<file path="src/slcd_pkg.sv">
// ----------------------------------------------------------------------------
// slcd_pkg
// Types and constants shared by the register-log command decoder.
// ----------------------------------------------------------------------------
package slcd_pkg;

  // field widths
  localparam int unsigned BYTE_W   = 8;
  localparam int unsigned DEV_W    = 6;
  localparam int unsigned ACC_W    = 28;
  localparam int unsigned COUNT_W  = 29;
  localparam int unsigned SYNC_W   = 32;
  localparam int unsigned PROD_W   = SYNC_W + COUNT_W;
  localparam int unsigned WAIT_W   = 45;
  localparam int unsigned FRAC_W   = 16;
  localparam int unsigned CFG_IDX_W = 8;

  // command bytes
  localparam logic [BYTE_W-1:0] CMD_SYNC   = 8'hFF;
  localparam logic [BYTE_W-1:0] CMD_SYNC_N = 8'hFE;
  localparam logic [BYTE_W-1:0] CMD_LOOP   = 8'hFD;

  // rounding constant for 16.16 to integer
  localparam logic [PROD_W-1:0] ROUND_HALF = PROD_W'(32'h0000_8000);

  // configuration register indexes
  localparam logic [CFG_IDX_W-1:0] CFG_SYNC_SAMPLES = 8'd0;
  localparam logic [CFG_IDX_W-1:0] CFG_LOOP_ENABLED = 8'd1;
  localparam logic [CFG_IDX_W-1:0] CFG_LOOPS_WANTED = 8'd2;
  localparam logic [CFG_IDX_W-1:0] CFG_DEVICE_COUNT = 8'd3;

  // configuration reset values
  localparam logic [SYNC_W-1:0] SYNC_SAMPLES_RST = 32'd36350198;
  localparam logic [7:0]        LOOPS_WANTED_RST = 8'd1;
  localparam logic [3:0]        DEVICE_COUNT_RST = 4'd1;

  typedef enum logic [1:0] {
    EV_WRITE   = 2'd0,
    EV_WAIT    = 2'd1,
    EV_RESTART = 2'd2,
    EV_END     = 2'd3
  } slcd_kind_t;

  typedef enum logic [1:0] {
    PH_IDLE  = 2'd0,
    PH_ADDR  = 2'd1,
    PH_DATA  = 2'd2,
    PH_COUNT = 2'd3
  } slcd_phase_t;

  typedef struct packed {
    logic [SYNC_W-1:0] sync_samples;
    logic              loop_enabled;
    logic [7:0]        loops_wanted;
    logic [3:0]        device_count;
  } slcd_cfg_t;

  // up to two results per byte: a primary event and a trailing end
  typedef struct packed {
    logic               has_primary;
    slcd_kind_t         kind;
    logic [2:0]         device;
    logic               high_bank;
    logic [BYTE_W-1:0]  reg_address;
    logic [BYTE_W-1:0]  reg_data;
    logic [COUNT_W-1:0] sync_count;
    logic               has_end;
  } slcd_event_t;

endpackage

</file>
<file path="src/slcd_channels.sv">
// ----------------------------------------------------------------------------
// slcd channels
// Valid/ready channels for the byte stream, the event output and the
// configuration writes.
// ----------------------------------------------------------------------------
interface slcd_stream_if;
  import slcd_pkg::*;

  logic              valid;
  logic              ready;
  logic [BYTE_W-1:0] stream_byte;
  logic              is_last;

  modport source (output valid, output stream_byte, output is_last, input ready);
  modport sink   (input valid, input stream_byte, input is_last, output ready);
endinterface

interface slcd_event_if;
  import slcd_pkg::*;

  logic              valid;
  logic              ready;
  logic [1:0]        event_kind;
  logic [2:0]        device;
  logic              high_bank;
  logic [BYTE_W-1:0] reg_address;
  logic [BYTE_W-1:0] reg_data;
  logic [WAIT_W-1:0] wait_samples;
  logic              last_of_run;

  modport source (output valid, output event_kind, output device, output high_bank,
                  output reg_address, output reg_data, output wait_samples,
                  output last_of_run, input ready);
  modport sink   (input valid, input event_kind, input device, input high_bank,
                  input reg_address, input reg_data, input wait_samples,
                  input last_of_run, output ready);
endinterface

interface slcd_cfg_if;
  import slcd_pkg::*;

  logic                 valid;
  logic                 ready;
  logic [CFG_IDX_W-1:0] reg_index;
  logic [SYNC_W-1:0]    write_data;

  modport source (output valid, output reg_index, output write_data, input ready);
  modport sink   (input valid, input reg_index, input write_data, output ready);
endinterface

</file>
<file path="src/slcd_cfg_regs.sv">
// ----------------------------------------------------------------------------
// slcd_cfg_regs
// Configuration register file; writes are always accepted.
// ----------------------------------------------------------------------------
module slcd_cfg_regs (
  input  logic              clk,
  input  logic              rst,
  slcd_cfg_if.sink          cfg,
  output slcd_pkg::slcd_cfg_t regs
);
  import slcd_pkg::*;

  assign cfg.ready = 1'b1;

  // register writes by index, unknown indexes are dropped
  always_ff @(posedge clk) begin
    if (rst) begin
      regs.sync_samples <= SYNC_SAMPLES_RST;
      regs.loop_enabled <= 1'b0;
      regs.loops_wanted <= LOOPS_WANTED_RST;
      regs.device_count <= DEVICE_COUNT_RST;
    end else if (cfg.valid) begin
      case (cfg.reg_index)
        CFG_SYNC_SAMPLES: regs.sync_samples <= cfg.write_data;
        CFG_LOOP_ENABLED: regs.loop_enabled <= cfg.write_data[0];
        CFG_LOOPS_WANTED: regs.loops_wanted <= cfg.write_data[7:0];
        CFG_DEVICE_COUNT: regs.device_count <= cfg.write_data[3:0];
        default: ;
      endcase
    end
  end

endmodule

</file>
<file path="src/slcd_decoder.sv">
// ----------------------------------------------------------------------------
// slcd_decoder
// Command parser: holds the parse state and turns each accepted byte into
// at most one primary event plus an optional end event.
// ----------------------------------------------------------------------------
module slcd_decoder #(
  parameter int unsigned MAX_DEVICES = 8
) (
  input  logic                  clk,
  input  logic                  rst,
  input  logic                  take,
  input  logic [7:0]            stream_byte,
  input  logic                  is_last,
  input  slcd_pkg::slcd_cfg_t   regs,
  output slcd_pkg::slcd_event_t evt,
  output logic                  evt_any
);
  import slcd_pkg::*;

  localparam logic [DEV_W:0] DEV_LIMIT = (DEV_W+1)'(MAX_DEVICES);

  slcd_phase_t       phase, phase_next;
  logic [DEV_W-1:0]  pending_device, pending_device_next;
  logic              pending_bank, pending_bank_next;
  logic [BYTE_W-1:0] pending_address, pending_address_next;
  logic [ACC_W-1:0]  count_acc, count_acc_next;
  logic [1:0]        count_shift, count_shift_next;
  logic [7:0]        passes_done, passes_done_next;
  logic              finished, finished_next;

  logic [ACC_W-1:0]  acc_merged;
  logic              end_now;
  logic              dev_ok;

  // state registers
  always_ff @(posedge clk) begin
    if (rst) begin
      phase           <= PH_IDLE;
      pending_device  <= '0;
      pending_bank    <= 1'b0;
      pending_address <= '0;
      count_acc       <= '0;
      count_shift     <= '0;
      passes_done     <= '0;
      finished        <= 1'b0;
    end else if (take) begin
      phase           <= phase_next;
      pending_device  <= pending_device_next;
      pending_bank    <= pending_bank_next;
      pending_address <= pending_address_next;
      count_acc       <= count_acc_next;
      count_shift     <= count_shift_next;
      passes_done     <= passes_done_next;
      finished        <= finished_next;
    end
  end

  // merge the next 7-bit count group at its position
  always_comb begin
    case (count_shift)
      2'd0:    acc_merged = count_acc | ACC_W'(stream_byte[6:0]);
      2'd1:    acc_merged = count_acc | (ACC_W'(stream_byte[6:0]) << 7);
      2'd2:    acc_merged = count_acc | (ACC_W'(stream_byte[6:0]) << 14);
      default: acc_merged = count_acc | (ACC_W'(stream_byte[6:0]) << 21);
    endcase
  end

  assign dev_ok = ({1'b0, pending_device} < {3'b000, regs.device_count}) &&
                  ({1'b0, pending_device} < DEV_LIMIT);

  // byte decode and next state
  always_comb begin
    phase_next           = phase;
    pending_device_next  = pending_device;
    pending_bank_next    = pending_bank;
    pending_address_next = pending_address;
    count_acc_next       = count_acc;
    count_shift_next     = count_shift;
    passes_done_next     = passes_done;
    finished_next        = finished;
    end_now              = is_last;

    evt             = '0;
    evt.kind        = EV_WRITE;
    evt.device      = pending_device[2:0];
    evt.high_bank   = pending_bank;
    evt.reg_address = pending_address;
    evt.reg_data    = stream_byte;

    if (finished) begin
      end_now = 1'b0;
    end else begin
      unique case (phase)
        PH_IDLE: begin
          if (stream_byte == CMD_SYNC) begin
            evt.has_primary = 1'b1;
            evt.kind        = EV_WAIT;
            evt.sync_count  = COUNT_W'(1);
          end else if (stream_byte == CMD_SYNC_N) begin
            if (is_last) begin
              evt.has_primary = 1'b1;
              evt.kind        = EV_WAIT;
              evt.sync_count  = COUNT_W'(2);
            end else begin
              phase_next       = PH_COUNT;
              count_acc_next   = '0;
              count_shift_next = '0;
            end
          end else if (stream_byte == CMD_LOOP) begin
            if (regs.loop_enabled &&
                ({1'b0, passes_done} + 9'd1 < {1'b0, regs.loops_wanted})) begin
              passes_done_next = passes_done + 8'd1;
              evt.has_primary  = 1'b1;
              evt.kind         = EV_RESTART;
              end_now          = 1'b0;
            end else begin
              end_now = 1'b1;
            end
          end else if (!stream_byte[7] && !is_last) begin
            pending_device_next = stream_byte[6:1];
            pending_bank_next   = stream_byte[0];
            phase_next          = PH_ADDR;
          end
        end
        PH_ADDR: begin
          pending_address_next = stream_byte;
          phase_next           = PH_DATA;
        end
        PH_DATA: begin
          evt.has_primary = dev_ok;
          phase_next      = PH_IDLE;
        end
        PH_COUNT: begin
          if (!stream_byte[7] || (count_shift == 2'd3) || is_last) begin
            evt.has_primary  = 1'b1;
            evt.kind         = EV_WAIT;
            evt.sync_count   = {1'b0, acc_merged} + COUNT_W'(2);
            phase_next       = PH_IDLE;
            count_acc_next   = '0;
            count_shift_next = '0;
          end else begin
            count_acc_next   = acc_merged;
            count_shift_next = count_shift + 2'd1;
          end
        end
      endcase
    end

    // end of data: one trailing end event, then everything is ignored
    if (end_now) begin
      evt.has_end   = 1'b1;
      finished_next = 1'b1;
      phase_next    = PH_IDLE;
    end

    // write fields only travel with a write
    if (!(evt.has_primary && evt.kind == EV_WRITE)) begin
      evt.device      = '0;
      evt.high_bank   = 1'b0;
      evt.reg_address = '0;
      evt.reg_data    = '0;
    end

    evt_any = evt.has_primary || evt.has_end;
  end

endmodule

</file>
<file path="src/slcd_event_pipe.sv">
// ----------------------------------------------------------------------------
// slcd_event_pipe
// Event register, wait multiply register and output sequencing that sends
// the primary event and the trailing end one after the other.
// ----------------------------------------------------------------------------
module slcd_event_pipe (
  input  logic                  clk,
  input  logic                  rst,
  input  logic                  push,
  input  slcd_pkg::slcd_event_t evt,
  input  logic [31:0]           sync_samples,
  output logic                  space,
  slcd_event_if.source          events
);
  import slcd_pkg::*;

  logic              s1_valid;
  slcd_event_t       s1_evt;
  logic              s2_valid;
  slcd_event_t       s2_evt;
  logic [PROD_W-1:0] s2_prod;
  logic              s2_primary_sent;

  logic              cur_primary;
  logic              cur_last;
  logic              s2_done;
  logic              s2_ready;
  logic [PROD_W-1:0] rounded;

  // which result is on the output now
  assign cur_primary = s2_evt.has_primary && !s2_primary_sent;
  assign cur_last    = !(cur_primary && s2_evt.has_end);
  assign s2_done     = events.valid && events.ready && cur_last;
  assign s2_ready    = !s2_valid || s2_done;
  assign space       = !s1_valid || s2_ready;

  // decoded event register
  always_ff @(posedge clk) begin
    if (rst) begin
      s1_valid <= 1'b0;
    end else if (space) begin
      s1_valid <= push;
    end
  end

  always_ff @(posedge clk) begin
    if (space) begin
      s1_evt <= evt;
    end
  end

  // multiply register: 16.16 sync length times sync count
  always_ff @(posedge clk) begin
    if (rst) begin
      s2_valid        <= 1'b0;
      s2_primary_sent <= 1'b0;
    end else if (s2_ready) begin
      s2_valid        <= s1_valid;
      s2_primary_sent <= 1'b0;
    end else if (events.valid && events.ready) begin
      s2_primary_sent <= 1'b1;
    end
  end

  always_ff @(posedge clk) begin
    if (s2_ready) begin
      s2_evt  <= s1_evt;
      s2_prod <= PROD_W'(sync_samples) * PROD_W'(s1_evt.sync_count);
    end
  end

  // round half up and drop the fraction
  assign rounded = s2_prod + ROUND_HALF;

  // output mux
  always_comb begin
    events.valid       = s2_valid;
    events.last_of_run = cur_last;
    if (cur_primary) begin
      events.event_kind  = s2_evt.kind;
      events.device      = s2_evt.device;
      events.high_bank   = s2_evt.high_bank;
      events.reg_address = s2_evt.reg_address;
      events.reg_data    = s2_evt.reg_data;
      events.wait_samples = (s2_evt.kind == EV_WAIT) ?
                            rounded[FRAC_W +: WAIT_W] : '0;
    end else begin
      events.event_kind   = EV_END;
      events.device       = '0;
      events.high_bank    = 1'b0;
      events.reg_address  = '0;
      events.reg_data     = '0;
      events.wait_samples = '0;
    end
  end

endmodule

</file>
<file path="src/sound_log_command_decoder.sv">
// ----------------------------------------------------------------------------
// sound_log_command_decoder
// Byte-wise decoder for a sound-chip register log dump section.
// ----------------------------------------------------------------------------
// Takes one dump byte per clock while there is space and emits register
// writes, waits in output samples, restart-at-loop-point and end events.
// A byte is parsed in the cycle it is taken; the event then passes through
// the event register and the product register behind the 32 x 29 bit wait
// multiplier. Bytes that yield one result sustain one byte per cycle
// while the output is ready; a byte that yields a result plus the end
// event holds the output until both are sent. Bytes that yield no result
// take no pipeline slot but are only taken while there is space. After
// the end event every byte is taken and dropped until reset.
module sound_log_command_decoder #(
  parameter int unsigned MAX_DEVICES = 8
) (
  input  logic         clk,
  input  logic         rst,
  slcd_stream_if.sink  stream,
  slcd_event_if.source events,
  slcd_cfg_if.sink     cfg
);
  import slcd_pkg::*;

  slcd_cfg_t   regs;
  slcd_event_t evt;
  logic        evt_any;
  logic        space;
  logic        take;

  assign stream.ready = space;
  assign take         = stream.valid && space;

  // configuration registers
  slcd_cfg_regs u_cfg (
    .clk  (clk),
    .rst  (rst),
    .cfg  (cfg),
    .regs (regs)
  );

  // command parser
  slcd_decoder #(
    .MAX_DEVICES (MAX_DEVICES)
  ) u_dec (
    .clk         (clk),
    .rst         (rst),
    .take        (take),
    .stream_byte (stream.stream_byte),
    .is_last     (stream.is_last),
    .regs        (regs),
    .evt         (evt),
    .evt_any     (evt_any)
  );

  // wait multiply and output sequencing
  slcd_event_pipe u_pipe (
    .clk          (clk),
    .rst          (rst),
    .push         (take && evt_any),
    .evt          (evt),
    .sync_samples (regs.sync_samples),
    .space        (space),
    .events       (events)
  );

  // an end event always closes its run
  a_end_is_last: assert property (@(posedge clk) disable iff (rst)
    events.valid && (events.event_kind == EV_END) |-> events.last_of_run)
    else $error("end event not marked last of run");

  // a result that is not last is followed by the end event
  a_end_follows: assert property (@(posedge clk) disable iff (rst)
    events.valid && events.ready && !events.last_of_run |=>
      events.valid && (events.event_kind == EV_END))
    else $error("missing end event after non-final result");

  // only waits carry a sample count
  a_wait_only: assert property (@(posedge clk) disable iff (rst)
    events.valid && (events.event_kind != EV_WAIT) |-> (events.wait_samples == '0))
    else $error("sample count on a non-wait event");

endmodule
</file>
<file path="src/flat_wrapper.sv">
// flat-port wrapper written by rule: the top's interface ports become plain ports
module sound_log_command_decoder_flat import slcd_pkg::*;
#(
  parameter int unsigned MAX_DEVICES = 8
)
  (clk, rst, stream_valid, stream_stream_byte, stream_is_last, stream_ready, events_valid, events_event_kind, events_device, events_high_bank, events_reg_address, events_reg_data, events_wait_samples, events_last_of_run, events_ready, cfg_valid, cfg_reg_index, cfg_write_data, cfg_ready);
  slcd_stream_if stream_i ();
  slcd_event_if events_i ();
  slcd_cfg_if cfg_i ();
  input  logic clk;
  input  logic rst;
  input wire logic [$bits(stream_i.valid)-1:0] stream_valid;
  input wire logic [$bits(stream_i.stream_byte)-1:0] stream_stream_byte;
  input wire logic [$bits(stream_i.is_last)-1:0] stream_is_last;
  output wire logic [$bits(stream_i.ready)-1:0] stream_ready;
  output wire logic [$bits(events_i.valid)-1:0] events_valid;
  output wire logic [$bits(events_i.event_kind)-1:0] events_event_kind;
  output wire logic [$bits(events_i.device)-1:0] events_device;
  output wire logic [$bits(events_i.high_bank)-1:0] events_high_bank;
  output wire logic [$bits(events_i.reg_address)-1:0] events_reg_address;
  output wire logic [$bits(events_i.reg_data)-1:0] events_reg_data;
  output wire logic [$bits(events_i.wait_samples)-1:0] events_wait_samples;
  output wire logic [$bits(events_i.last_of_run)-1:0] events_last_of_run;
  input wire logic [$bits(events_i.ready)-1:0] events_ready;
  input wire logic [$bits(cfg_i.valid)-1:0] cfg_valid;
  input wire logic [$bits(cfg_i.reg_index)-1:0] cfg_reg_index;
  input wire logic [$bits(cfg_i.write_data)-1:0] cfg_write_data;
  output wire logic [$bits(cfg_i.ready)-1:0] cfg_ready;
  assign stream_i.valid = stream_valid;
  assign stream_i.stream_byte = stream_stream_byte;
  assign stream_i.is_last = stream_is_last;
  assign stream_ready = stream_i.ready;
  assign events_valid = events_i.valid;
  assign events_event_kind = events_i.event_kind;
  assign events_device = events_i.device;
  assign events_high_bank = events_i.high_bank;
  assign events_reg_address = events_i.reg_address;
  assign events_reg_data = events_i.reg_data;
  assign events_wait_samples = events_i.wait_samples;
  assign events_last_of_run = events_i.last_of_run;
  assign events_i.ready = events_ready;
  assign cfg_i.valid = cfg_valid;
  assign cfg_i.reg_index = cfg_reg_index;
  assign cfg_i.write_data = cfg_write_data;
  assign cfg_ready = cfg_i.ready;
  sound_log_command_decoder #(.MAX_DEVICES(MAX_DEVICES)) u_core (.clk(clk), .rst(rst), .stream(stream_i), .events(events_i), .cfg(cfg_i));
endmodule
</file>
<file path="config.mk">
export PLATFORM = sky130hd
export DESIGN_NAME = sound_log_command_decoder_flat
export DESIGN_NICKNAME = d
export VERILOG_FILES = /design/src/slcd_pkg.sv /design/src/slcd_channels.sv /design/src/slcd_cfg_regs.sv /design/src/slcd_decoder.sv /design/src/slcd_event_pipe.sv /design/src/sound_log_command_decoder.sv /design/src/flat_wrapper.sv
export SDC_FILE = /design/constraint.sdc
export NUM_CORES = 2
export LEC_CHECK = 0
export BUFFER_PORTS_ARGS = -buffer_cell sky130_fd_sc_hd__buf_2
export CAP_MARGIN = 15
export CORE_ASPECT_RATIO = 1.2
export CORE_UTILIZATION = 40
export CTS_CLUSTER_DIAMETER = 30
export CTS_CLUSTER_SIZE = 20
export DETAILED_ROUTE_END_ITERATION = 8
export MAX_ROUTING_LAYER = met4
export PLACE_DENSITY = 0.58
export SYNTH_ARGS = -nofsm -noshare
export SYNTH_HDL_FRONTEND = slang
export SYNTH_SLANG_ARGS = --single-unit
</file>
<file path="constraint.sdc">
create_clock -name clk -period 11.5 [get_ports clk]
set_input_delay 2.3 -clock clk [delete_from_list [all_inputs] [get_ports clk]]
set_output_delay 2.3 -clock clk [all_outputs]
set_load 0.05 [all_outputs]
</file>
== Yosys cells after proc, flatten, opt, wreduce, memory -nomap -nowiden ==
Index checks and enable logic that the tools add are counted.

* Magnitude comparators: 3
* Reduce and logical (&&, ||, !) cells: 37
* Multipliers: 1
* Multiplexer cells: 48
* $add $sub $neg: 5
* Equality and inequality tests: 22
* Bitwise logic cells: 8

{| class="wikitable"
|+ Operators with widths
! kind !! count
|-
| two-way mux 28 bit || 4
|-
| two-way mux 45 bit || 2
|-
| case mux 28 bit (3 select lines) || 1
|-
| adder 61 x 16 -> 61 bit, second input constant || 1
|-
| multiplier 32 x 29 -> 61 bit || 1
|-
| case mux 29 bit (2 select lines) || 1
|-
| case mux 28 bit (2 select lines) || 1
|-
| two-way mux 2 bit || 16
|-
| adder 28 x 2 -> 29 bit, second input constant || 1
|-
| two-way mux 29 bit || 1
|-
| bitwise OR 28 x 14 -> 28 bit || 1
|-
| bitwise OR 28 x 21 -> 28 bit || 1
|-
| bitwise OR 28 bit || 1
|-
| bitwise OR 28 x 7 -> 28 bit || 1
|-
| equality test 8 bit, second input constant || 3
|-
| two-way mux 3 bit || 8
|-
| AND reduction 7 bit || 3
|-
| equality test 8 x 2 -> 1 bit, second input constant || 2
|-
| two-way mux 8 bit || 2
|-
| != test 4 bit, second input constant || 3
|-
| logical AND 1 bit || 10
|-
| AND reduction 2 bit || 5
|-
| adder 8 x 1 -> 9 bit, second input constant || 1
|-
| < comparator 9 x 8 -> 1 bit || 1
|-
| other kinds (23) || 53
|}

* Output and inout bits: 71
* Register bits: 242

== Depth between registers and ports, before layout ==
* Depth in word-level cells: 12
* Mapped depth: 29
* Depth with buffers taken out: 27

== Hierarchy ==
From an unflattened synthesis, not the netlist that was laid out.

* Cells, all modules: 4550
* Area, all modules: 41746.3 um2

{| class="wikitable"
|+ Modules (own cells, without submodules)
! module !! area each (um2) !! seq. area each (um2) !! cells an instance !! instances
|-
| slcd_event_pipe || 35281.3 || 3753.6 || 3743 || 1
|-
| slcd_decoder || 4456.8 || 1121.1 || 609 || 1
|-
| slcd_cfg_regs || 1995.7 || 900.9 || 196 || 1
|-
| sound_log_command_decoder || 12.5 || 0.0 || 2 || 1
|}

== Worst setup path before layout ==
No wires, ideal clock.

* Path kind: reg2reg
* Start: register u_core.u_pipe.s1_evt[6] (netlist name)
* End: register u_core.u_pipe.s2_prod[59], data pin
* Path buffers: 2
* Slack: 4.360 ns
* Arrival: 6.875 ns
* Clock period less this slack: 7.140 ns
* Required time: 11.234 ns
* Cell stages (with the launch flop): 26
* Cell sequence: edfxtp_1 -> clkbuf_1 -> and2_1 -> fa_1 -> fa_1 -> inv_1 -> fa_1 -> fa_1 -> inv_1 -> fa_1 -> fa_1 -> fa_1 -> inv_1 -> fa_1 -> inv_1 -> ha_1 -> clkbuf_1 -> a21o_1 -> o21bai_1 -> a21oi_1 -> o21ai_0 -> nor3_1 -> a21oi_1 -> a21boi_0 -> o221ai_1 -> xor2_1

* Word-level cells in the longest chain between the ends: 1

{| class="wikitable"
|+ RTL lines
! what !! RTL line !! RTL
|-
| start, declared || slcd_event_pipe.sv:18 || <nowiki>slcd_event_t s1_evt;</nowiki>
|-
| start signal, assigned || slcd_event_pipe.sv:48 || <nowiki>s1_evt <= evt;</nowiki>
|-
| multiplier 32 x 29 -> 61 bit || slcd_event_pipe.sv:68 || <nowiki>s2_prod <= PROD_W'(sync_samples) * PROD_W'(s1_evt.sync_count);</nowiki>
|-
| end signal, assigned || slcd_event_pipe.sv:68 ||
|-
| end, declared || slcd_event_pipe.sv:21 || <nowiki>logic [PROD_W-1:0] s2_prod;</nowiki>
|}

Every way passes these cells.
A chain may end at the register's enable or synchronous reset.

== Final worst setup path ==
* Start: register u_core.u_cfg.regs[19] (netlist name)
* End: register u_core.u_pipe.s2_prod[59], data pin

* Word-level cells in the longest chain between the ends: 1

{| class="wikitable"
|+ RTL lines
! what !! RTL line
|-
| multiplier 32 x 29 -> 61 bit || slcd_event_pipe.sv:68
|}

Every way passes these cells.

==> impl_metrics.py <==
metrics = {
    "clock_tree": {
        "clk_latency_ns": 0.63,
        "cts_made_buffers": 52,
        "cts_tree": "yes",
        "clockBufferDepth": 3,
        "clock_sinks": 227,
        "cts_root_buf": "clkbuf_16",
        "path_clk_slew_ns": 0.05,
        "h-tree-depth": 2,
        "ctsResizeCount": 0,
        "holdBufCountCts": 0,
        "postCtsSetupBuffers": 0,
    },
    "yosys": {
        "synth_top_flop_cell": "edfxtp_1",
        "synth_most_common_cell": "inv_1",
        "synth_warnings": 0,
        "yosysTopAreaCellShare_pct": 39.6,
        "synth-seq-area-share_pct": 14.2,
        "yosys-top-cells-area": "fa_1 40%, edfxtp_1 9.1%, and2_1 8.5%",
        "async_flop_share_pct": 0,
        "syn-mean-instance-area_um2": 9.12,
        "synth_area_um2": 40700,
        "ys_types": 81,
        "synthCells": 4464,
        "synthTopCellsByCount": "868 x inv_1, 804 x fa_1, 581 x nand2_1",
        "synth_largest_area_cell": "fa_1",
        "yosys_register_bits": 227,
        "syn_nets": 5592,
        "synth_edf_count": 123,
    },
    "route": {
        "drt_iter0_drc": 1686,
        "drc": 0,
        "ant_nets": 0,
        "wl_per_cell_um": 20.0,
        "dr.pass1.iters": 5,
        "viasPerCell": 5.11,
        "vias": 30000,
        "wirelength_um": 118000,
    },
    "layout": {
        "final-seq-area_um2": 5780,
        "nFillCells": 9981,
        "area_growth_pct": 9.32,
        "fin_area_um2": 44500,
        "nets": 5593,
        "multi_input_area_um2": 30700,
        "drive_gt1_share_pct": 7.12,
    },
    "place": {
        "io_buffers": 123,
        "dp_hpwl_um": 89100,
        "postPlaceCellArea_um2": 42700,
        "pre_cts_slack_ns": 2.85,
        "place.gp.congestion": 0.889,
    },
    "timing": {
        "rsz0062_at_grt": "no",
        "hold_viol": 0,
        "finalSetupViolations": 0,
        "setup_slack_ns": 2.84,
        "slew_headroom_pct": 27.1,
        "slew_violations": 0,
        "whs_ns": 0.413,
        "final.period_utilization_pct": 75.3,
        "tightest_slew_ns": 1.09,
        "skew_ns": 0.0266,
        "fmax_mhz": 115,
        "fin_crit_ns": 8.66,
        "setup_tns_ns": 0,
    },
    "grt": {
        "overflow": 0,
        "antenna_found_initial": 8,
        "grt_pass1_wl_um": 184000,
        "grt_usage_pct": 24.1,
        "grt_pass1_vias": 32000,
        "grt_max_degree": 72,
    },
    "hold_path": {
        "hold_class": "flip-flop to flip-flop",
    },
    "worst_setup_path": {
        "critPathKind": "flip-flop to flip-flop",
        "worstPathRequired_ns": 11.86,
        "cp_data_arrival_time_ns": 9.02,
        "cp-end-kind": "flip-flop",
        "cp-start-kind": "flip-flop",
        "r2r_slack_ns": 2.84,
        "cp_max_fo": 19,
    },
    "pwr": {
        "peakVddDrop_uv": 150,
        "p_leak_nw": 21.9,
        "power.total_w": 0.00257,
        "powerDensity_nw_per_um2": 57.7,
    },
    "die": {
        "die_width_um": 293,
        "die_area_um2": 103000,
        "io_pins": 125,
        "die_h_um": 351,
        "start_util_pct": 40.5,
        "coreArea_um2": 100000,
        "rows": 127,
    },
    "status": {
        "run_status": "finished, final reports clean",
    },
    "job": {
        "cap_violations": 0,
    },
}
==> sequential cells by signal (all words and copies together), names as in the netlist <==
| signal | count |
|---|---|
| u_core.u_pipe.s2_primary_sent | 1 |
| u_core.u_pipe.s1_evt | 53 |
| u_core.u_dec.finished | 1 |
| u_core.u_pipe.events.valid | 1 |
| u_core.u_pipe.s2_evt | 24 |
| u_core.u_pipe.s2_prod | 46 |
| u_core.u_dec.count_acc | 28 |
| u_core.u_dec.passes_done | 8 |
| u_core.u_dec.count_shift | 2 |
| u_core.u_dec.pending_bank | 1 |
| u_core.u_dec.pending_device | 6 |
| u_core.u_dec.phase | 2 |
| u_core.u_cfg.regs | 45 |
| u_core.u_dec.pending_address | 8 |
| u_core.u_pipe.s1_valid | 1 |
==> layer usage <==
metal / up-vias / share of wire (%) / track usage (%)
met5: - / 0 / -
met4: 0 / 3.5 / 7.93
met3: 227 / 5.8 / 2.95
met2: 897 / 49 / 40.4
met1: 15400 / 42 / 30.2
li1: 13500 / - / -
==> final cells by class <==
| class | count | area share [%] |
|---|---|---|
| multi-input cells | 3116 | 69.0 |
| flip-flops and latches | 227 | 13.0 |
| inverters | 869 | 7.34 |
| well taps | 1354 | 3.81 |
| clock buffers | 62 | 3.18 |
| repair buffers | 199 | 2.72 |
| clock inverters | 36 | 0.909 |
| diodes | 6 | 0.0338 |
==> placed cells by master (no fill, tap or decap), drive strengths merged, types with 6 or more instances in the layout <==
master	Yosys	routed
inv	868	875
fa	804	804
nand2	581	581
and2	553	553
ha	270	270
buf	9	199
nor2	178	178
a21oi	148	148
edfxtp	123	123
dfxtp	104	104
nand3	62	62
clkbuf	243	62
xnor2	59	59
xor2	58	58
o21ai	52	52
nor3	43	43
a21o	31	31
nand4	22	22
nand3b	22	22
nor2b	21	21
mux2i	19	19
clkinv	1	16
or3	14	14
o22ai	14	14
o21bai	13	13
nand2b	12	12
a31oi	11	11
o21a	10	10
a211oi	10	10
clkinvlp	0	10
nor4	10	10
o31a	8	8
and3	8	8
diode	0	6
or2	6	6
==> final timing paths <==
| kind | depth (start not counted) | endpoint | start |
|---|---|---|---|
| hold reg to reg | 0 | u_core.u_pipe.s2_evt[30] | u_core.u_pipe.s1_evt[30] |
| hold / removal | 0 | u_core.u_pipe.s2_evt[30] | u_core.u_pipe.s1_evt[30] |
| setup reg to reg | 26 | u_core.u_pipe.s2_prod[59] | u_core.u_cfg.regs[19] |
| setup / recovery | 26 | u_core.u_pipe.s2_prod[59] | u_core.u_cfg.regs[19] |
==> through the flow <==
stage,std cells,util [%]
floorplan,4464,-
global placement,5764,42.4
detailed placement,5765,42.5
CTS,5863,44.3
global route,5869,44.3
finish,5869,44.3
==> logic make-up after synthesis <==
| group | Yosys count | share of synthesized area (%) |
|---|---|---|
| AOI/OAI and AO/OA | 344 | 5.22 |
| xor gates and xnor gates | 117 | 2.52 |
| adders and majority gates | 1074 | 47.9 |
| buffers and inverters | 1121 | 10.4 |
| DFF | 227 | 14.2 |
| muxes | 20 | 0.495 |
| other | 1 | 0.00922 |
| and+or+nand+nor | 1560 | 19.3 |
==> report_power, final <==
group	switching [W]	leakage [nW]	internal [W]	total, W
registers	0.0000139	2.34	0.000869	0.000882
logic	0.0000994	18.7	0.0000552	0.000155
clock network	0.000550	0.858	0.000981	0.00153
total	0.000663	21.9	0.00190	0.00257
==> worst max-delay path: stages, from the launching register on <==
cell       delay, ns
dfxtp_1         0.99
buf_4           0.39
nand2_1         0.11
fa_1            0.56
inv_1           0.06
fa_1            0.43
fa_1            0.39
inv_1           0.09
fa_1            0.41
inv_1           0.08
fa_1            0.41
ha_1            0.29
fa_1            0.48
inv_1           0.07
fa_1            0.48
inv_1           0.04
ha_1            0.32
nand2_1         0.14
o22ai_1         0.09
a2111oi_0       0.82
a211oi_1        0.30
o21ai_1         0.19
buf_4           0.21
a21oi_1         0.14
a21boi_0        0.48
o221ai_1        0.23
xor2_1          0.17
No activity file was read; power rests on OpenSTA's default activity.
